## config.mk

```make
export PLATFORM = sky130hd
export DESIGN_NAME = asc_head
export DESIGN_NICKNAME = d
export VERILOG_FILES = /design/src/rtl/asc_pkg.sv /design/src/rtl/asc_head.sv
export SDC_FILE = /design/constraint.sdc
export NUM_CORES = 2
export LEC_CHECK = 0
export ABC_AREA = 1
export ABC_CLOCK_PERIOD_IN_PS = 4200
export BUFFER_PORTS_ARGS = -buffer_cell sky130_fd_sc_hd__clkbuf_2
export CAP_MARGIN = 20
export CORE_UTILIZATION = 29
export CTS_CLUSTER_SIZE = 30
export DETAILED_ROUTE_END_ITERATION = 7
export PLACE_DENSITY = 0.5
export SETUP_SLACK_MARGIN = 0.3
export SLEW_MARGIN = 10
export SYNTH_ARGS = -nofsm -noshare
export SYNTH_HDL_FRONTEND = slang
export SYNTH_SLANG_ARGS = --single-unit
```

## constraint.sdc

```tcl
create_clock -name clk -period 4.2 [get_ports clk]
set_clock_uncertainty 0.15 [all_clocks]
set_input_delay 0.84 -clock clk [delete_from_list [all_inputs] [get_ports clk]]
set_output_delay 0.84 -clock clk [all_outputs]
set_load 0.005 [all_outputs]
```

## src/rtl/asc_pkg.sv

```systemverilog
// Shared types, widths and helper functions for the box sweep clamp block.
package asc_pkg;

	localparam int COORD_W = 32;
	localparam int DIM_W = 31;
	localparam int VEL_W = 32;
	localparam int EL_W = 16;
	localparam int EL_FRAC = 16;
	localparam int IDX_W = 6;
	localparam int WIDE_W = 36;
	localparam int PROD_W = VEL_W + EL_W + 1;
	localparam int DATA_IN_W = 184;

	// Request kinds carried on s_tuser.
	localparam logic KIND_LOAD = 1'b0;
	localparam logic KIND_MOVE = 1'b1;

	typedef logic signed [COORD_W-1:0] coord_t;
	typedef logic signed [WIDE_W-1:0] wide_t;
	typedef logic [DIM_W-1:0] dim_t;

	localparam wide_t COORD_MAX = 36'sh0_7FFF_FFFF;
	localparam wide_t COORD_MIN = 36'shF_8000_0000;

	// Request token that travels down the cell row. Edges of the mover are
	// precomputed once so that each cell only adds delta, compares and takes one difference.
	typedef struct packed {
		logic   valid;
		logic   done;
		logic   axis;
		coord_t delta;
		wide_t  m0;
		wide_t  mfar;
		wide_t  mfar_p1;
		wide_t  m0_m1;
		wide_t  c0;
		wide_t  c1;
	} tok_t;

	// Obstacle data broadcast to all cells on a load request.
	typedef struct packed {
		coord_t left;
		coord_t top;
		wide_t  far_x;
		wide_t  far_y;
		logic   solid;
	} load_t;

	function automatic wide_t wext(input coord_t v);
		return wide_t'(v);
	endfunction

	function automatic wide_t dext(input dim_t v);
		return wide_t'({1'b0, v});
	endfunction

	function automatic coord_t sat_coord(input wide_t v);
		coord_t r;
		if (v > COORD_MAX) begin
			r = COORD_MAX[COORD_W-1:0];
		end else if (v < COORD_MIN) begin
			r = COORD_MIN[COORD_W-1:0];
		end else begin
			r = v[COORD_W-1:0];
		end
		return r;
	endfunction

endpackage

```

## src/rtl/asc_head.sv

```systemverilog
// Front stage: velocity times elapsed product and mover edge precompute.
module asc_head (
	input  logic               clk,
	input  logic               arst_n,
	input  logic               en,
	input  logic               start,
	input  asc_pkg::coord_t    box_left,
	input  asc_pkg::coord_t    box_top,
	input  asc_pkg::dim_t      box_width,
	input  asc_pkg::dim_t      box_height,
	input  logic               axis,
	input  asc_pkg::coord_t    velocity,
	input  logic [asc_pkg::EL_W-1:0] elapsed,
	output asc_pkg::tok_t      tok
);
	import asc_pkg::*;

	logic                     valid_s1;
	logic                     axis_s1;
	logic signed [PROD_W-1:0] prod_s1;
	wide_t                    m0_s1, mfar_s1, c0_s1, c1_s1;
	wide_t                    near_a, far_a, near_c, far_c;
	coord_t                   delta;

	always_comb begin
		near_a = axis ? wext(box_top) : wext(box_left);
		far_a  = axis ? (wext(box_top) + dext(box_height)) : (wext(box_left) + dext(box_width));
		near_c = axis ? wext(box_left) : wext(box_top);
		far_c  = axis ? (wext(box_left) + dext(box_width)) : (wext(box_top) + dext(box_height));
	end

	always_ff @(posedge clk or negedge arst_n) begin
		if (!arst_n) begin
			valid_s1 <= 1'b0;
		end else if (start) begin
			valid_s1 <= 1'b1;
		end else if (en) begin
			valid_s1 <= 1'b0;
		end
	end

	always_ff @(posedge clk) begin
		if (start) begin
			axis_s1 <= axis;
			prod_s1 <= $signed(velocity) * $signed({1'b0, elapsed});
			m0_s1   <= near_a;
			mfar_s1 <= far_a;
			c0_s1   <= near_c;
			c1_s1   <= far_c;
		end
	end

	// The floor shift of the product always fits the coordinate range.
	assign delta = prod_s1[EL_FRAC+COORD_W-1:EL_FRAC];

	always_comb begin
		tok.valid   = valid_s1;
		tok.done    = (delta == '0);
		tok.axis    = axis_s1;
		tok.delta   = delta;
		tok.m0      = m0_s1;
		tok.mfar    = mfar_s1;
		tok.mfar_p1 = mfar_s1 + wide_t'(1);
		tok.m0_m1   = m0_s1 - wide_t'(1);
		tok.c0      = c0_s1;
		tok.c1      = c1_s1;
	end

endmodule

```

==> results.tsv <==
metric	value	unit
r2r_cells	2	
final_hold_viol_count	0	
grt_first_pass_wirelength	190000	um
io_pins	430	
hpwlAfterDp	107000	um
clk_latency	0.48	ns
numCtsBuffers	17	
gp_congestion	0.974	
globalRouteOverflowTotal	0	
drive_gt1_frac	0.240	
setup_viol	32	
cts_tree	yes	
fin_nets	5873	
rr_endpoint	valid_s1	
firstDrtPassIters	5	
root_buffer	clkbuf_16	
utilization	0.378	
maxSlewHeadroom	0.260	
post-place-ws	-2.44	ns
initial_core_util	0.293	
path_max_fanout	5	
worst_pin_slew	1.10	ns
post_drt_wl_per_cell	20.1	um
fp.dieH	334	um
clkTransAtPathRegs	0.07	ns
clock_sinks	164	
worstSetupStartpointType	input pin	
hp-start	valid_s1	
syn_area_per_cell	7.24	sq um
rrSetupSlack	3.46	ns
synth_seq_cells	164	
dr_total_vias	30200	
worstPathRequired	4.29	ns
drt-total-wl	130000	um
rsz0062_at_grt	true	
io_buffers	429	
remaining_drc_errors	0	
hold_path_depth	2	
ys_types	39	
synth_top_area_frac	0.304	
seq_area_frac_synth	0.154	
die_area	111000	sq um
ys_warn_count	0	
synth_fp_nets	5243	
failed_checks	negative setup slack	
drtAntennaViolNets	0	
crit_start	elapsed[13]	
slew_viol_final	0	
core	109000	sq um
grt_max_degree	73	
status	finished, violations left	
arrival	5.89	ns
synthTopCellsByArea	fa_1, nand2_1, edfxtp_1	
drtIter0Drc	2363	
fmax	172	MHz
drt-vias-per-instance	4.66	
whs_endpoint	valid_s1	
critPathCaptureType	register	
antenna_found_initial	15	
worstHoldPathType	reg2reg	
period_share	1.38	
area_growth	29.2	%
fp.dieW	334	um
grt_pass1_vias	30400	
cts_buffer_depth	2	
rr_startpoint	valid_s1	
htreeDepth	4	
yosysTopAreaCell	fa_1	
fin_crit	5.80	ns
netlist_area	31900	sq um
syn_inst	4404	
path_class	in2reg	
fin_ws	-1.60	ns
cap_viol_max_count	0	
num_rows	121	
track_usage	0.229	
==> worst max path at each step <==
stage	end	slack, ns	cells after the start
floorplan	prod_s1[46]	-1.52	20
global placement	prod_s1[38]	-2.45	22
detailed placement	prod_s1[38]	-2.44	20
CTS	prod_s1[38]	-1.49	22
global route	prod_s1[38]	-1.73	22
finish	prod_s1[38]	-1.60	21
==> cells in the final DEF (no fill, tap or decap), types with 21 or more instances in the layout <==
cell type	n
a21oi_1	66
a21oi_2	21
buf_12	31
buf_4	272
buf_6	23
clkbuf_16	33
clkbuf_2	389
clkbuf_4	22
edfxtp_1	163
fa_1	448
fa_2	36
ha_1	135
ha_4	39
inv_1	1084
inv_2	59
nand2_1	1253
nand2_2	86
nand2_4	38
nand3_1	190
nand4_1	45
nor2_1	146
nor2_2	30
nor2_4	32
nor3_1	29
nor4_1	22
o21ai_0	104
xnor2_1	32
xor2_1	64
==> worst max-delay path, cell delays in order <==
cell and delay, ns:
buf_6 0.11, buf_12 0.15, buf_4 0.14, nand2_1 0.05, inv_1 0.05, fa_2 0.57
fa_1 0.46, fa_2 0.59, fa_2 0.44, fa_1 0.49, inv_1 0.05, fa_2 0.56
inv_2 0.05, ha_4 0.34, nand2_8 0.08, nor2_4 0.12, nand2_4 0.08, nor4_4 0.33
nand3_1 0.17, nand4_1 0.13, nand2_1 0.06
==> layout make-up <==
class / count / area, sq um
clock buffers: 18 / 429
well taps: 1414 / 1770
repair buffers: 767 / 5740
diodes: 9 / 22.5
fillers: 11500 / 67700
inverters: 1147 / 4320
multi-input cells: 2937 / 23900
flip-flops and latches: 164 / 4920
clock inverters: 14 / 116
==> cell usage after synthesis (all sizes together) <==
cell type     n
o21ai       120
ha          176
nor4         25
nand3b       12
a21boi        2
nor4b         1
dfrtp         1
nand3       202
fa          484
buf          23
nor2        208
edfxtp      163
nand4        46
a21oi       103
and2          5
inv        1147
a21o          2
a31oi         2
clkbuf      133
o21bai       21
nand2      1379
xnor2        32
o21a          1
or2           9
nor3         35
o211ai        2
and3          1
xor2         69
==> layer usage <==
layer,GRT usage,wire length [um]
met1,0.348,63300
met2,0.347,55700
met3,0.0202,8650
met4,0.0548,2460
met5,0,0
==> state kept, by name (all words and copies together) (netlist names) <==
signal    cells
m0_s1        32
prod_s1      32
c1_s1        33
valid_s1      1
axis_s1       1
c0_s1        32
mfar_s1      33
==> metrics by stage <==
stage	cells	instance area, sq um	TNS [ns]	hold WS (ns)
6_report	6470	41200	-46.91	0.364
5_1_grt	6469	41200	-51.33	0.348
4_1_cts	6424	40100	-43.71	0.323
3_5_place_dp	6367	38400	-66.62	0.355
3_3_place_gp	6367	38400	-66.94	0.352
2_1_floorplan	4404	33200	-45.88	0.338
==> kinds of logic (layout without fill, tap and decap cells) <==
kind of cell,count (synthesis),count (layout),share of synthesized area
fa+ha+maj,660,660,0.373
compound gates,253,253,0.0420
flops,164,164,0.154
simple gates,1923,1923,0.248
xor+xnor,101,101,0.0277
buf+inv,1303,1946,0.155
other cells,0,9,0
==> repair_timing <==
action / in CTS / in global routing
hold endpoints to repair: 1 / 0
pin swaps: 81 / 122
cloned: 9 / 10
resized for setup: 234 / 204
hold buffers: 1 / 0
setup endpoints to repair: 35 / 36
buffers inserted: 15 / 27
Power is left out: the tool's default activity adds up to more than one toggle a clock period on the data nets, which glitch-free logic cannot reach.
