[config.mk]
export PLATFORM = sky130hd
export DESIGN_NAME = asc_cell
export DESIGN_NICKNAME = d
export VERILOG_FILES = /design/src/rtl/asc_pkg.sv /design/src/rtl/asc_cell.sv
export SDC_FILE = /design/constraint.sdc
export NUM_CORES = 1
export LEC_CHECK = 0
export ABC_AREA = 0
export BUFFER_PORTS_ARGS = -buffer_cell sky130_fd_sc_hd__buf_2
export CAP_MARGIN = 20
export CELL_PAD_IN_SITES_DETAIL_PLACEMENT = 2
export CELL_PAD_IN_SITES_GLOBAL_PLACEMENT = 2
export CORE_MARGIN = 4
export CORE_UTILIZATION = 37
export DETAILED_ROUTE_END_ITERATION = 8
export GPL_TIMING_DRIVEN = 0
export PLACE_DENSITY_LB_ADDON = 0.1
export SYNTH_ARGS = -nofsm -noshare
export SYNTH_HDL_FRONTEND = slang
export SYNTH_SLANG_ARGS = --single-unit
[constraint.sdc]
create_clock -name clk -period 10.2 [get_ports clk]
set_clock_uncertainty 0.05 [all_clocks]
set_input_delay 0.51 -clock clk [delete_from_list [all_inputs] [get_ports clk]]
set_output_delay 0.51 -clock clk [all_outputs]
set_load 0.05 [all_outputs]
[src/rtl/asc_pkg.sv]
// Shared types, widths and helper functions for the box sweep clamp block.
package asc_pkg;

	localparam int COORD_W = 32;
	localparam int DIM_W = 31;
	localparam int VEL_W = 32;
	localparam int EL_W = 16;
	localparam int EL_FRAC = 16;
	localparam int IDX_W = 6;
	localparam int WIDE_W = 36;
	localparam int PROD_W = VEL_W + EL_W + 1;
	localparam int DATA_IN_W = 184;

	// Request kinds carried on s_tuser.
	localparam logic KIND_LOAD = 1'b0;
	localparam logic KIND_MOVE = 1'b1;

	typedef logic signed [COORD_W-1:0] coord_t;
	typedef logic signed [WIDE_W-1:0] wide_t;
	typedef logic [DIM_W-1:0] dim_t;

	localparam wide_t COORD_MAX = 36'sh0_7FFF_FFFF;
	localparam wide_t COORD_MIN = 36'shF_8000_0000;

	// Request token that travels down the cell row. Edges of the mover are
	// precomputed once so that each cell only adds delta, compares and takes one difference.
	typedef struct packed {
		logic   valid;
		logic   done;
		logic   axis;
		coord_t delta;
		wide_t  m0;
		wide_t  mfar;
		wide_t  mfar_p1;
		wide_t  m0_m1;
		wide_t  c0;
		wide_t  c1;
	} tok_t;

	// Obstacle data broadcast to all cells on a load request.
	typedef struct packed {
		coord_t left;
		coord_t top;
		wide_t  far_x;
		wide_t  far_y;
		logic   solid;
	} load_t;

	function automatic wide_t wext(input coord_t v);
		return wide_t'(v);
	endfunction

	function automatic wide_t dext(input dim_t v);
		return wide_t'({1'b0, v});
	endfunction

	function automatic coord_t sat_coord(input wide_t v);
		coord_t r;
		if (v > COORD_MAX) begin
			r = COORD_MAX[COORD_W-1:0];
		end else if (v < COORD_MIN) begin
			r = COORD_MIN[COORD_W-1:0];
		end else begin
			r = v[COORD_W-1:0];
		end
		return r;
	endfunction

endpackage

[src/rtl/asc_cell.sv]
// One obstacle cell: holds an entry and clamps the passing request token.
module asc_cell (
	input  logic           clk,
	input  logic           arst_n,
	input  logic           en,
	input  logic           we,
	input  asc_pkg::load_t ld,
	input  asc_pkg::tok_t  tok_in,
	output asc_pkg::tok_t  tok_out
);
	import asc_pkg::*;

	logic   fixed_q;
	coord_t left_q, top_q;
	wide_t  far_x_q, far_y_q;
	wide_t  on, of, cn, cf, a0, a1;
	logic   hit;
	coord_t new_delta;
	tok_t   nxt;

	always_ff @(posedge clk or negedge arst_n) begin
		if (!arst_n) begin
			fixed_q <= 1'b0;
		end else if (we) begin
			fixed_q <= ld.solid;
		end
	end

	always_ff @(posedge clk) begin
		if (we) begin
			left_q  <= ld.left;
			top_q   <= ld.top;
			far_x_q <= ld.far_x;
			far_y_q <= ld.far_y;
		end
	end

	always_comb begin
		on = tok_in.axis ? wext(top_q) : wext(left_q);
		of = tok_in.axis ? far_y_q : far_x_q;
		cn = tok_in.axis ? wext(left_q) : wext(top_q);
		cf = tok_in.axis ? far_x_q : far_y_q;
		a0 = tok_in.m0 + wext(tok_in.delta);
		a1 = tok_in.mfar + wext(tok_in.delta);
		hit = fixed_q && !tok_in.done && (a0 < of) && (on < a1) &&
		      (tok_in.c0 < cf) && (cn < tok_in.c1);
		// Stop one LSB short of the near edge, or just past the far edge.
		if (tok_in.delta > 0) begin
			new_delta = sat_coord(on - tok_in.mfar_p1);
		end else begin
			new_delta = sat_coord(of - tok_in.m0_m1);
		end
		nxt = tok_in;
		if (hit) begin
			nxt.delta = new_delta;
			nxt.done  = (new_delta == '0);
		end
	end

	always_ff @(posedge clk or negedge arst_n) begin
		if (!arst_n) begin
			tok_out <= '0;
		end else if (en) begin
			tok_out <= nxt;
		end
	end

endmodule

==> metrics.txt <==
Logic pwr share 0.378; hpwl dp 92.70 mm; Syn Inst Count 2,547; Final Cycle Share 0.7797; LEAKAGE 0.01548 µW; Worst-path clk slew 0.07 ns; All-Layer GR Usage 0.2921; Die X 275.4 µm; Ys Warns 0; H-tree depth reported by CTS 2; FMAX 125.7 MHz; clk root buf clkbuf_16; WL per Instance 27.03 µm; # setup viols final 0; initial antenna violation count 13; worst setup margin 2.247 ns; Initial DRT Pass Iterations 5; Antenna Nets Post-Route 0; Switching Fraction 0.3957; P_int 3452 µW; # IOs 643; PwrDens 174.2 nW/µm²; syn avg cell area 10.39 µm²; setup_tns 0 ns; Slew @ Worst Pin 1.160 ns; sequential fraction of the synthesis area 0.3926; number of synthesized flops with an enable pin 136; register share of total power 0.324; final non-filler cell total 4,254; Starting DRT DRC Count 1,017; Max-Cap Viols 0; register area 10,390 µm²; Max VDD drop 0.0001174 V; die area 75,860 µm²; Die Span Y 275.4 µm; FF+latch count, synth 388; post-synth net total 3,225; cell mode on critical path o21ai_0; clk sink count 388; Synth Cell Area 26,460 µm²; hold depth 1; RSZ-0062 raised after global routing false; ys async rst share 0.6495; Initial Utilization 0.3753; post-CTS sizing 0; clock share of power 0.298; cell area after layout 32,790 µm²; first-pass GRT wire length 168.8 mm; Setup CP Type in -> reg; Vias 23,579; GR Overflow Total 0; vias in the first global route 26,799; CORE AREA 70,510 µm²; fillers 7,552; Tmin final 7.953 ns; Site Rows 97; final net count 3,944; Critical-path top delay cell a311oi_1; CP Launch Type input pin; placed cell count 4,135; critical path peak fanout 10; total wire length 115.0 mm; Top FF cell, synth dfrtp_1; area taken by multi-input logic gates 14,990 µm²; GPL Wtd Cong 0.8895; layout cell share with drive strength beyond 1 0.3178; fin util 0.4651; pre-CTS setup slack 1.874 ns; # DRC 0; pin count of the biggest net entering global routing 116; Final Hold Fails 0; port buffer count 641; reg2reg path depth 17; post-synth cell types 83; CTS tree yes; Slew Limit Headroom 0.2213; final max-slew violation count 0; Worst-Skew Late Latency 0.61 ns; CP required 10.59 ns; worst min path class in -> reg; Num CTS Buffers 46; Placed Area 31,010 µm²; area grow syn2layout 23.93%; status finished clean; Crit. End Element flip-flop; Via density 5.543; arrival time at the worst endpoint 8.34 ns; crit-path max cell delay 0.95 ns; clk buf depth 3; Sw Pwr 2260 µW
registers in the layout, indices dropped and copies added (netlist names):
name / cells
top_q: 32
far_x_q: 36
left_q: 32
far_y_q: 36
tok_out: 251
fixed_q: 1
critical path, delay by kind of cell:
kind,cells,cell delay [ns]
XOR/XNOR,1,0.24
AO/OA/AOI/OAI,17,4.68
adder cells (fa/ha/maj),3,0.88
AND/OR/NAND/NOR,6,0.99
buffers and inverters,5,1.03
cells by family after synthesis:
kind of cell / share of synthesized area
xor gates and xnor gates: 0.04137
DFF: 0.3926
adders and majority gates: 0.1364
AOI/OAI and AO/OA: 0.1439
muxes: 0.1491
and+or+nand+nor: 0.09594
buffers and inverters: 0.04071
area by class of cell:
cell class	count	share of cell area
inverter	190	0.02175
clock inverter	20	0.004960
timing repair buffer	671	0.1097
buffer	87	0.01114
tap	940	0.03586
antenna	10	0.0007631
multi-input combinational	1882	0.4572
sequential	388	0.3168
clock buffer	66	0.04178
stage by stage:
step | hold WS, ns | total power (µW)
floorplan | 0.1644 | 3247
global placement | 0.4340 | 3892
detailed placement | 0.3309 | 3997
CTS | 0.0004401 | 5739
global route | 0.006006 | 6010
finish | 0.02471 | 5712
power groups by stage:
| stage | sequential, µW | combinational, µW | clock, µW |
|---|---|---|---|
| after floorplan | 2210 | 1030 | 0 |
| after global placement | 1860 | 2030 | 0 |
| after detailed placement | 1870 | 2120 | 0 |
| after CTS | 1850 | 2160 | 1730 |
| after global routing | 1870 | 2330 | 1810 |
| final | 1850 | 2160 | 1700 |
cells in the mapped netlist, types with 40 or more instances:
master	n	area, µm²
edfxtp_1	136	4084
xor2_1	61	534.3
nor2_1	105	394.1
inv_1	189	709.4
a31oi_1	40	250.2
ha_1	282	3528
xnor2_1	64	560.5
a21oi_1	177	885.9
nand2_1	187	701.9
o21ai_0	94	470.5
mux2_2	281	3164
clkbuf_1	63	236.5
mux2i_1	78	780.8
dfrtp_1	252	6306
a21o_1	66	495.5
metal layers:
layer | vias to the layer above | part of all wire | global-route usage
met3 | 194 | 0.041 | 0.04190
li1 | 10770 | - | -
met2 | 612 | 0.52 | 0.5430
met1 | 11999 | 0.40 | 0.3431
met4 | 4 | 0.038 | 0.1011
met5 | - | 0.00020 | 0
cell usage in the layout, fill, tap and decap left out, types with 11 or more instances in the layout:
cell type      count
o21a_1            28
a21oi_1          177
nand2b_1          28
a22oi_1           18
a211oi_1          15
inv_1            189
clkbuf_1          71
mux2i_1           78
buf_2            648
a221o_1           16
xnor2_1           64
nor4_1            19
or3_1             11
and3_1            13
nor3_1            39
clkbuf_16         49
edfxtp_1         136
dlygate4sd3_1     23
o211ai_1          11
nand2_1          187
ha_1             282
a21o_1            66
nand4_1           30
dfrtp_1          252
nor2_1           105
mux2_2           281
o21bai_1          20
nor2b_1           33
o21ai_0           94
a31oi_1           40
nand3_1           36
xor2_1            61
timing repair:
item / in CTS / in global routing
hold buffers: 23 / 0
setup buffers: 0 / 0
hold endpoints to repair: 46 / 0
endpoints found under the setup margin: 0 / 0
path summary, 6_finish.rpt:
path / startpoint / endpoint / slack (ns)
min in group asynchronous: arst_n / tok_out[5] / 0.30
max reg2reg: left_q[4] / tok_out[240] / 4.37
max in group asynchronous: arst_n / tok_out[67] / 8.78
max: tok_in[216] / tok_out[240] / 2.25
min reg2reg: tok_out[43] / tok_out[43] / 0.45
min: ld[86] / top_q[13] / 0.02
(Power assumes the default switching activity.)
